[config.mk]
export PLATFORM = sky130hd
export DESIGN_NAME = cursor_alpha_blend_clip_core
export DESIGN_NICKNAME = d
export VERILOG_FILES = /design/src/design/cabc_pkg.sv /design/src/design/cursor_alpha_blend_clip_core.sv /design/src/design/cabc_cfg.sv /design/src/design/cabc_clip.sv /design/src/design/cabc_blend.sv
export SDC_FILE = /design/constraint.sdc
export NUM_CORES = 1
export LEC_CHECK = 0
export BUFFER_PORTS_ARGS = -buffer_cell sky130_fd_sc_hd__buf_4
export CAP_MARGIN = 20
export CORE_ASPECT_RATIO = 1.2
export CORE_UTILIZATION = 55
export DETAILED_ROUTE_END_ITERATION = 16
export GPL_TIMING_DRIVEN = 0
export PLACE_DENSITY = 0.72
export SETUP_SLACK_MARGIN = 0.5
export SYNTH_ARGS = -nofsm -noshare
export SYNTH_HDL_FRONTEND = slang
export SYNTH_SLANG_ARGS = --single-unit
[constraint.sdc]
create_clock -name clk -period 10.9 [get_ports clk]
set_input_delay 1.635 -clock clk [delete_from_list [all_inputs] [get_ports clk]]
set_output_delay 1.635 -clock clk [all_outputs]
set_load 0.05 [all_outputs]
[src/design/cabc_pkg.sv]
`default_nettype none

package cabc_pkg;

    // Limits on the cursor image and on the framebuffer.
    localparam int CURSOR_MAX_DIM = 256;
    localparam int SCREEN_MAX_DIM = 8192;

    // Register indexes on the configuration port.
    typedef enum logic [2:0] {
        REG_ORIGIN_X      = 3'd0,
        REG_ORIGIN_Y      = 3'd1,
        REG_SCREEN_WIDTH  = 3'd2,
        REG_SCREEN_HEIGHT = 3'd3,
        REG_MODE_32BPP    = 3'd4,
        REG_CURSOR_ENABLE = 3'd5
    } reg_index_t;

    // Current configuration as seen by the datapath.
    typedef struct packed {
        logic signed [13:0] origin_x;
        logic signed [13:0] origin_y;
        logic [12:0]        screen_width;
        logic [12:0]        screen_height;
        logic               mode_32bpp;
        logic               cursor_enable;
    } cfg_t;

    // Alpha value of a fully opaque pixel.
    localparam logic [7:0] ALPHA_OPAQUE = 8'hFF;
    // Top byte of the output word in 32-bit mode.
    localparam logic [7:0] TOP_BYTE_32 = 8'hFF;

endpackage

`default_nettype wire

[src/design/cursor_alpha_blend_clip_core.sv]
// Cursor overlay blender with screen clipping.
//
// Input channel: an item (one cursor pixel with its position inside the
// cursor image, its RGBA value and the background pixel under it) is taken
// at a rising edge where start is high and busy is low. busy stays low, so
// one item can be taken in every cycle.
// Result channel: done is high for exactly one cycle per item, carrying
// write_pixel, screen_col, screen_row and out_color. When write_pixel is
// low the other fields are zero. The receiver cannot stall this channel.
// An item passes through the input register stage and then the result
// register stage. Throughput is one item per cycle, set by the single
// blend stage between the input and result registers.
// Configuration: cfg_we writes cfg_data into register cfg_index at the
// edge; write only while no item is in flight.
// Reset: rst_n clears the pipeline and restores the register defaults
// (origin 0, screen size 0, 32-bit mode, cursor disabled).
`default_nettype none

module cursor_alpha_blend_clip_core (
    input  wire logic        clk,
    input  wire logic        rst_n,
    input  wire logic        cfg_we,
    input  wire logic [2:0]  cfg_index,
    input  wire logic [13:0] cfg_data,
    input  wire logic        start,
    output logic             busy,
    input  wire logic [7:0]  cursor_col,
    input  wire logic [7:0]  cursor_row,
    input  wire logic [7:0]  fg_red,
    input  wire logic [7:0]  fg_green,
    input  wire logic [7:0]  fg_blue,
    input  wire logic [7:0]  fg_alpha,
    input  wire logic [31:0] background,
    output logic             done,
    output logic             write_pixel,
    output logic [12:0]      screen_col,
    output logic [12:0]      screen_row,
    output logic [31:0]      out_color
);

    cabc_pkg::cfg_t cfg;

    logic        in_valid_reg;
    logic [7:0]  col_reg;
    logic [7:0]  row_reg;
    logic [7:0]  red_reg;
    logic [7:0]  green_reg;
    logic [7:0]  blue_reg;
    logic [7:0]  alpha_reg;
    logic [31:0] bg_reg;

    logic        write_next;
    logic [12:0] col_next;
    logic [12:0] row_next;
    logic [31:0] color_next;

    logic        done_reg;
    logic        write_reg;
    logic [12:0] scol_reg;
    logic [12:0] srow_reg;
    logic [31:0] color_reg;

    logic        accept;
    logic        wr_pix;
    logic [12:0] sx;
    logic [12:0] sy;
    logic [31:0] blended;

    assign busy   = 1'b0;
    assign accept = start && !busy;

    cabc_cfg u_cfg (
        .clk       (clk),
        .rst_n     (rst_n),
        .cfg_we    (cfg_we),
        .cfg_index (cfg_index),
        .cfg_data  (cfg_data),
        .cfg       (cfg)
    );

    // Input register stage.
    always_ff @(posedge clk or negedge rst_n)
    begin
        if (!rst_n)
        begin
            in_valid_reg <= 1'b0;
        end
        else
        begin
            in_valid_reg <= accept;
        end
    end

    always_ff @(posedge clk)
    begin
        if (accept)
        begin
            col_reg   <= cursor_col;
            row_reg   <= cursor_row;
            red_reg   <= fg_red;
            green_reg <= fg_green;
            blue_reg  <= fg_blue;
            alpha_reg <= fg_alpha;
            bg_reg    <= background;
        end
    end

    cabc_clip u_clip (
        .cfg         (cfg),
        .cursor_col  (col_reg),
        .cursor_row  (row_reg),
        .fg_alpha    (alpha_reg),
        .write_pixel (wr_pix),
        .screen_col  (sx),
        .screen_row  (sy)
    );

    cabc_blend u_blend (
        .fg_red     (red_reg),
        .fg_green   (green_reg),
        .fg_blue    (blue_reg),
        .fg_alpha   (alpha_reg),
        .background (bg_reg),
        .mode_32bpp (cfg.mode_32bpp),
        .color      (blended)
    );

    // Fields are forced to zero when no write is made.
    assign write_next = wr_pix;
    assign col_next   = wr_pix ? sx : 13'd0;
    assign row_next   = wr_pix ? sy : 13'd0;
    assign color_next = wr_pix ? blended : 32'd0;

    // Result register stage.
    always_ff @(posedge clk or negedge rst_n)
    begin
        if (!rst_n)
        begin
            done_reg <= 1'b0;
        end
        else
        begin
            done_reg <= in_valid_reg;
        end
    end

    always_ff @(posedge clk)
    begin
        if (in_valid_reg)
        begin
            write_reg <= write_next;
            scol_reg  <= col_next;
            srow_reg  <= row_next;
            color_reg <= color_next;
        end
    end

    assign done        = done_reg;
    assign write_pixel = write_reg;
    assign screen_col  = scol_reg;
    assign screen_row  = srow_reg;
    assign out_color   = color_reg;

endmodule

`default_nettype wire

[src/design/cabc_cfg.sv]
`default_nettype none

module cabc_cfg (
    input  wire logic               clk,
    input  wire logic               rst_n,
    input  wire logic               cfg_we,
    input  wire logic [2:0]         cfg_index,
    input  wire logic [13:0]        cfg_data,
    output cabc_pkg::cfg_t          cfg
);

    cabc_pkg::cfg_t cfg_reg;

    // Register file; an index beyond the list is ignored.
    always_ff @(posedge clk or negedge rst_n)
    begin
        if (!rst_n)
        begin
            cfg_reg.origin_x      <= '0;
            cfg_reg.origin_y      <= '0;
            cfg_reg.screen_width  <= '0;
            cfg_reg.screen_height <= '0;
            cfg_reg.mode_32bpp    <= 1'b1;
            cfg_reg.cursor_enable <= 1'b0;
        end
        else if (cfg_we)
        begin
            case (cfg_index)
                cabc_pkg::REG_ORIGIN_X:      cfg_reg.origin_x      <= cfg_data;
                cabc_pkg::REG_ORIGIN_Y:      cfg_reg.origin_y      <= cfg_data;
                cabc_pkg::REG_SCREEN_WIDTH:  cfg_reg.screen_width  <= cfg_data[12:0];
                cabc_pkg::REG_SCREEN_HEIGHT: cfg_reg.screen_height <= cfg_data[12:0];
                cabc_pkg::REG_MODE_32BPP:    cfg_reg.mode_32bpp    <= cfg_data[0];
                cabc_pkg::REG_CURSOR_ENABLE: cfg_reg.cursor_enable <= cfg_data[0];
                default: ;
            endcase
        end
    end

    assign cfg = cfg_reg;

endmodule

`default_nettype wire

[src/design/cabc_clip.sv]
`default_nettype none

module cabc_clip (
    input  wire cabc_pkg::cfg_t     cfg,
    input  wire logic [7:0]         cursor_col,
    input  wire logic [7:0]         cursor_row,
    input  wire logic [7:0]         fg_alpha,
    output logic                    write_pixel,
    output logic [12:0]             screen_col,
    output logic [12:0]             screen_row
);

    localparam logic [8:0]  CURSOR_LIM = 9'(cabc_pkg::CURSOR_MAX_DIM);
    localparam logic [14:0] SCREEN_LIM = 15'(cabc_pkg::SCREEN_MAX_DIM);

    logic signed [14:0] sx;
    logic signed [14:0] sy;
    logic [14:0]        wlim;
    logic [14:0]        hlim;
    logic               in_cursor;
    logic               in_screen;

    // Screen position is the origin plus the position inside the cursor.
    assign sx = 15'(cfg.origin_x) + $signed({7'd0, cursor_col});
    assign sy = 15'(cfg.origin_y) + $signed({7'd0, cursor_row});

    // Clip bounds are the register values, capped at the screen limit.
    assign wlim = ({2'b00, cfg.screen_width} < SCREEN_LIM) ?
                  {2'b00, cfg.screen_width} : SCREEN_LIM;
    assign hlim = ({2'b00, cfg.screen_height} < SCREEN_LIM) ?
                  {2'b00, cfg.screen_height} : SCREEN_LIM;

    assign in_cursor = ({1'b0, cursor_col} < CURSOR_LIM) &&
                       ({1'b0, cursor_row} < CURSOR_LIM);

    // A negative position fails on its sign bit before the compare.
    assign in_screen = !sx[14] && !sy[14] &&
                       ($unsigned(sx) < wlim) && ($unsigned(sy) < hlim);

    assign write_pixel = cfg.cursor_enable && in_cursor && in_screen &&
                         (fg_alpha != 8'd0);
    assign screen_col  = sx[12:0];
    assign screen_row  = sy[12:0];

endmodule

`default_nettype wire

[src/design/cabc_blend.sv]
`default_nettype none

module cabc_blend (
    input  wire logic [7:0]         fg_red,
    input  wire logic [7:0]         fg_green,
    input  wire logic [7:0]         fg_blue,
    input  wire logic [7:0]         fg_alpha,
    input  wire logic [31:0]        background,
    input  wire logic               mode_32bpp,
    output logic [31:0]             color
);

    // Exact quotient by 255 for any 16-bit value up to 255 * 255.
    function automatic logic [7:0] div255(input logic [15:0] x);
        logic [16:0] t;
        t = {1'b0, x} + 17'd1 + {9'd0, x[15:8]};
        return t[15:8];
    endfunction

    function automatic logic [7:0] mix(input logic [7:0] fg, input logic [7:0] bg,
                                       input logic [7:0] a);
        logic [15:0] pf;
        logic [15:0] pb;
        pf = {8'd0, fg} * {8'd0, a};
        pb = {8'd0, bg} * (16'd255 - {8'd0, a});
        return div255(pf + pb);
    endfunction

    logic       opaque;
    logic [7:0] r;
    logic [7:0] g;
    logic [7:0] b;

    // Opaque pixels pass unchanged; others are mixed per channel.
    assign opaque = (fg_alpha == cabc_pkg::ALPHA_OPAQUE);
    assign r = opaque ? fg_red   : mix(fg_red,   background[23:16], fg_alpha);
    assign g = opaque ? fg_green : mix(fg_green, background[15:8],  fg_alpha);
    assign b = opaque ? fg_blue  : mix(fg_blue,  background[7:0],   fg_alpha);

    assign color = {(mode_32bpp ? cabc_pkg::TOP_BYTE_32 : 8'h00), r, g, b};

endmodule

`default_nettype wire

# --- After elaboration in Yosys (flattened, before gate mapping) ---
# Cells that the tools add are included.
# W data, S select, Z words.
totals:
  reg_bits: 189
  in_bits: 101
  out_inout_bits: 61
  word_cells: 64
classes:
  addsub: 12
  n_mul: 6
  magnitude_cmp: 2
  n_eq_ne: 6
  muxes: 4
  reduce_logical: 15
ops:
  columns: ["op", "count"]
  rows:
  - ["$add A16 B1 Y16 const B", 3]
  - ["$add A16 B16 Y16", 3]
  - ["$add A16 B8 Y16", 3]
  - ["$mul A8 B16 Y16", 3]
  - ["$mul A8 B8 Y16", 3]
  - ["$mux W8", 4]
  - ["$add A14 B9 Y15", 2]
  - ["$lt A15 B13 Y1", 2]
  - ["$reduce_and A2 Y1", 6]
  - ["$sub A8 B8 Y9 const A", 1]
  - ["$eq A8 B8 Y1 const B", 1]
  - ["$reduce_bool A8 Y1", 1]
  - ["$eq A3 B2 Y1 const B", 2]
  - ["$eq A3 B3 Y1 const B", 2]
  - ["$logic_and A1 B1 Y1", 5]
  - ["$eq A3 B1 Y1 const B", 1]
  - ["$logic_not A3 Y1", 1]
  - ["$logic_not A1 Y1", 2]

# --- Depth between registers and ports, before layout ---
depth:
  word_depth: 7
  mapped_depth: 29
  mapped_depth_nobuf: 27

# --- Cells and area by module ---
# From an unflattened synthesis, not the netlist that was laid out.
unflattened:
  cells_unflattened: 2314
  hier_area_um2: 23510.0
modules_own_cells:
  columns: ["module", "instances", "cells_each", "area_per_inst_um2", "seq_area_each_um2"]
  rows:
  - ["cabc_blend", 1, 1778, 15179.6, 0.0]
  - ["cursor_alpha_blend_clip_core", 1, 207, 4673.2, 4224.1]
  - ["cabc_cfg", 1, 123, 2154.6, 1402.6]
  - ["cabc_clip", 1, 206, 1502.7, 0.0]

# --- Worst setup path before layout ---
# No wires, ideal clock.
synth_path:
  path_type: "reg2reg"
  from: "register alpha_reg[1]"
  to: "register color_reg[17], in the netlist out_color[17], data pin"
  setup_time_ns: 0.261
  arrival_time_ns: 7.365
  t_required_ns: 10.639
  path_slack_ns: 3.274
  path_stages_with_launch: 29
  path_buffers: 3
  period_less_slack_ns: 7.626
  path_cell_list: "edfxtp_1 > clkbuf_1 > clkbuf_1 > nand2_1 > fa_1 > fa_1 > inv_1 > fa_1 > fa_1 > fa_1 > inv_1 > fa_1 > inv_1 > ha_1 > o211ai_1 > a21oi_1 > nor2_1 > o21ai_0 > xor2_1 > ha_1 > a211oi_1 > and2_1 > o2111ai_1 > o2111ai_1 > nor4_1 > or4_1 > buf_2 > and4_1 > a311o_1"
synth_via:
  elab_chain_len: 6
  elab_cells_between_ends: 10
  cone_classes: "add/sub (4); mul (2); eq/ne (1); mux (1); reduce/logical (2)"
synth_rtl:
  columns: ["element", "line_no", "rtl"]
  rows:
  - ["start: declaration", "cursor_alpha_blend_clip_core.sv:49", "logic [7:0] alpha_reg;"]
  - ["start signal: assignment", "cursor_alpha_blend_clip_core.sv:103", "alpha_reg <= fg_alpha;"]
  - ["$sub A8 B8 Y9", "cabc_blend.sv:25", "pb = {8'd0, bg} * (16'd255 - {8'd0, a});"]
  - ["$mul A8 B16 Y16", "cabc_blend.sv:25", null]
  - ["$add A16 B16 Y16", "cabc_blend.sv:26", "return div255(pf + pb);"]
  - ["$add A16 B1 Y16", "cabc_blend.sv:16", "t = {1'b0, x} + 17'd1 + {9'd0, x[15:8]};"]
  - ["$add A16 B8 Y16", "cabc_blend.sv:16", null]
  - ["$mux W8", "cabc_blend.sv:36", "assign r = opaque ? fg_red : mix(fg_red, background[23:16], fg_alpha);"]
  - ["end signal: assignment", "cursor_alpha_blend_clip_core.sv:154", "color_reg <= color_next;"]
  - ["end: declaration", "cursor_alpha_blend_clip_core.sv:61", "logic [31:0] color_reg;"]
# Parallel ways exist; a longest one is shown, timed or not.
# A chain may end at the register's enable or synchronous reset.

# --- Worst setup path in the final report ---
layout_path:
  from: "register alpha_reg[7]"
  to: "register color_reg[17], in the netlist out_color[17], data pin"
# The elaborated chain is that of the path after synthesis.

==> results.toml <==
[status]
outcome = "completed"

[floorplan]
die_h_um = 224
row_count = 81
design.core.area_um2 = 40600
die_w_um = 187
ioPinCount = 162
die_area_um2 = 42000
start_util = 0.557

[sta]
holdWs_ns = 0.510
timing.final.crit_share = 0.855
rsz0062_at_grt = "false"
min_period_ns = 9.31
setup_tns_ns = 0
worst_pin_slew_ns = 0.989
finalClockSkew_ns = 0.0257
setup_viol = 0
relSlewSlack = 0.330
max_clock_freq_mhz = 107
hold_viol_final = 0
drv_slew = 0

[layout]
final_util = 0.618
stdcell_count = 2998
n_antenna_cell = 0
drive_above_1_share = 0.111
multi_input_area_um2 = 15300
area_growth_pct = 10.9
final_net_count = 3084
regArea_um2 = 5180
largest_reg_flops = 56
nFillCells = 3354

[critical_path]
cpPeakStageDelay_ns = 0.76
setup.worst_path.end_class = "flop"
crit_required_ns = 11.15
crit_top_cell = "fa_1"
cp_top_family = "adder cells"
crit_path_start_kind = "flop"
crit_buf_inv = 6
crit_type = "flop to flop"
cp_slowest_cell = "clkbuf_1"
cp.arrival_ns = 9.56
cp_max_fo = 10

[yosys]
yosysSeqAreaShare = 0.229
synth.distinct_cells = 83
synth_edf_count = 124
ys.flop_type = "edfxtp_1"
async_flop_share = 0.319
ys_ff_latch = 182
synth_area_um2 = 22600
syn_inst = 2270
synth.avg_cell_area_um2 = 9.97
yosysWarningCount = 0

[clock_network]
ctsHoldBuffers = 0
path_clk_slew_ns = 0.08
post_cts_buffers = 0
clock_latency_ns = 0.50
cts_tree = "yes"
htree_levels = 4
root_buffer = "clkbuf_16"
numCtsBuffers = 17
post_cts_resized = 0
cts_buffer_depth = 2
clock-sinks = 182

[placed_design]
port_buffers = 152
dpl.hpwl_mm = 46.3
place.gp.congestion = 0.897
dp.cells = 2965

[routing]
postRouteAntennaNets = 0
route.vias.total = 16600
avgViaCountPerCell = 5.54
drt_iter0_markers = 922
drt_wl_total_mm = 58.2
avgRoutedWirePerCell_um = 19.4
drcViolationCount = 0
first_pass_iters = 5

[flow_run]
cap_violations = 0

[global_route]
grt.overflow.total = 0
antenna_found_initial = 3
grt_pass1_wl_mm = 93.0
gr-usage-all-layers = 0.290
grt_max_degree = 74
grt_pass1_vias = 17600

[hold_path]
hold_path_class = "flop to flop"
-- kinds of logic (layout without fill, tap and decap cells) --
group / after synthesis / count (layout) / share of synthesized area
muxes: 48 / 48 / 0.0239
other: 1 / 4 / 0.000166
and+or+nand+nor: 630 / 630 / 0.156
adders and majority gates: 537 / 537 / 0.393
xor gates and xnor gates: 66 / 66 / 0.0259
AOI/OAI and AO/OA: 245 / 245 / 0.0778
buffers and inverters: 561 / 747 / 0.0948
DFF: 182 / 182 / 0.229
-- final cells by class --
class	count	area share
Buffer	78	0.0132
Clock buffer	17	0.0169
Clock inverter	15	0.00683
Inverter	483	0.0722
Multi-Input combinational cell	1530	0.610
Sequential cell	182	0.206
Tap cell	539	0.0269
Timing Repair Buffer	154	0.0473
-- final timing paths --
| kind | startpoint | end | slack (ns) | depth (start not counted) |
|---|---|---|---|---|
| hold reg to reg | u_cfg.cfg[12] | u_cfg.cfg[12] | 0.51 | 1 |
| hold / removal | u_cfg.cfg[12] | u_cfg.cfg[12] | 0.51 | 1 |
| setup / recovery | alpha_reg[7] | out_color[17] | 1.59 | 27 |
| setup reg to reg | alpha_reg[7] | out_color[17] | 1.59 | 27 |
| max in group asynchronous | rst_n | in_valid_reg | 9.14 | 1 |
| min in group asynchronous | rst_n | u_cfg.cfg[30] | 1.22 | 1 |
-- per-layer routing --
layer  track usage  wire length [um]  share of wire  vias to the layer above
li1              -                 -              -                     7626
met1         0.329             22000           0.38                     8248
met2         0.517             29500           0.51                      594
met3        0.0662              4020          0.069                      151
met4         0.139              2620          0.045                        2
met5             0                13        0.00022                        -
-- worst register-to-register path: cells and delay by family, from the launching register on --
kind	cells	cell delay, ns
buffers and inverters	6	1.74
AOI/OAI and AO/OA	8	2.02
and+or+nand+nor	5	1.03
adders and majority gates	8	3.78
DFF	1	0.49
-- cell usage in the layout (no fill, tap or decap), types with 8 or more instances in the layout --
cell type	n
inv_1	482
fa_1	290
ha_1	247
buf_4	160
and2_1	145
edfxtp_1	124
nor2b_1	122
nand2_1	117
nand2b_1	87
dfrtp_1	56
clkbuf_1	54
nor2_1	52
xnor2_1	51
o21ai_0	48
a21oi_1	46
mux2_2	45
a21o_1	26
a211oi_1	23
nor3_1	20
clkbuf_16	17
nand3_1	15
xor2_1	14
and3_1	13
nand4_1	13
o211ai_1	12
a31oi_1	10
buf_1	9
or3_1	9
a311oi_1	8
-- synth_stat cells (51+ instances only) --
| master | instances | share of area |
|---|---|---|
| nand2_1 | 117 | 0.019 |
| xnor2_1 | 51 | 0.020 |
| clkbuf_1 | 54 | 0.0090 |
| nand2b_1 | 87 | 0.024 |
| fa_1 | 290 | 0.26 |
| ha_1 | 247 | 0.14 |
| inv_1 | 482 | 0.080 |
| nor2b_1 | 122 | 0.034 |
| edfxtp_1 | 124 | 0.16 |
| and2_1 | 145 | 0.040 |
| nor2_1 | 52 | 0.0086 |
| dfrtp_1 | 57 | 0.063 |
-- per-stage QoR --
| stage | setup slack (ns) | instance area, um2 |
|---|---|---|
| 6_report | 1.59 | 25100 |
| 5_1_grt | 1.03 | 25100 |
| 4_1_cts | 1.61 | 25100 |
| 3_5_place_dp | 1.62 | 24500 |
| 3_3_place_gp | 1.71 | 24500 |
| 2_1_floorplan | 3.27 | 22700 |
Power is not shown: default switching activity piles up to over one toggle a cycle in this logic, so the estimate is an artifact.
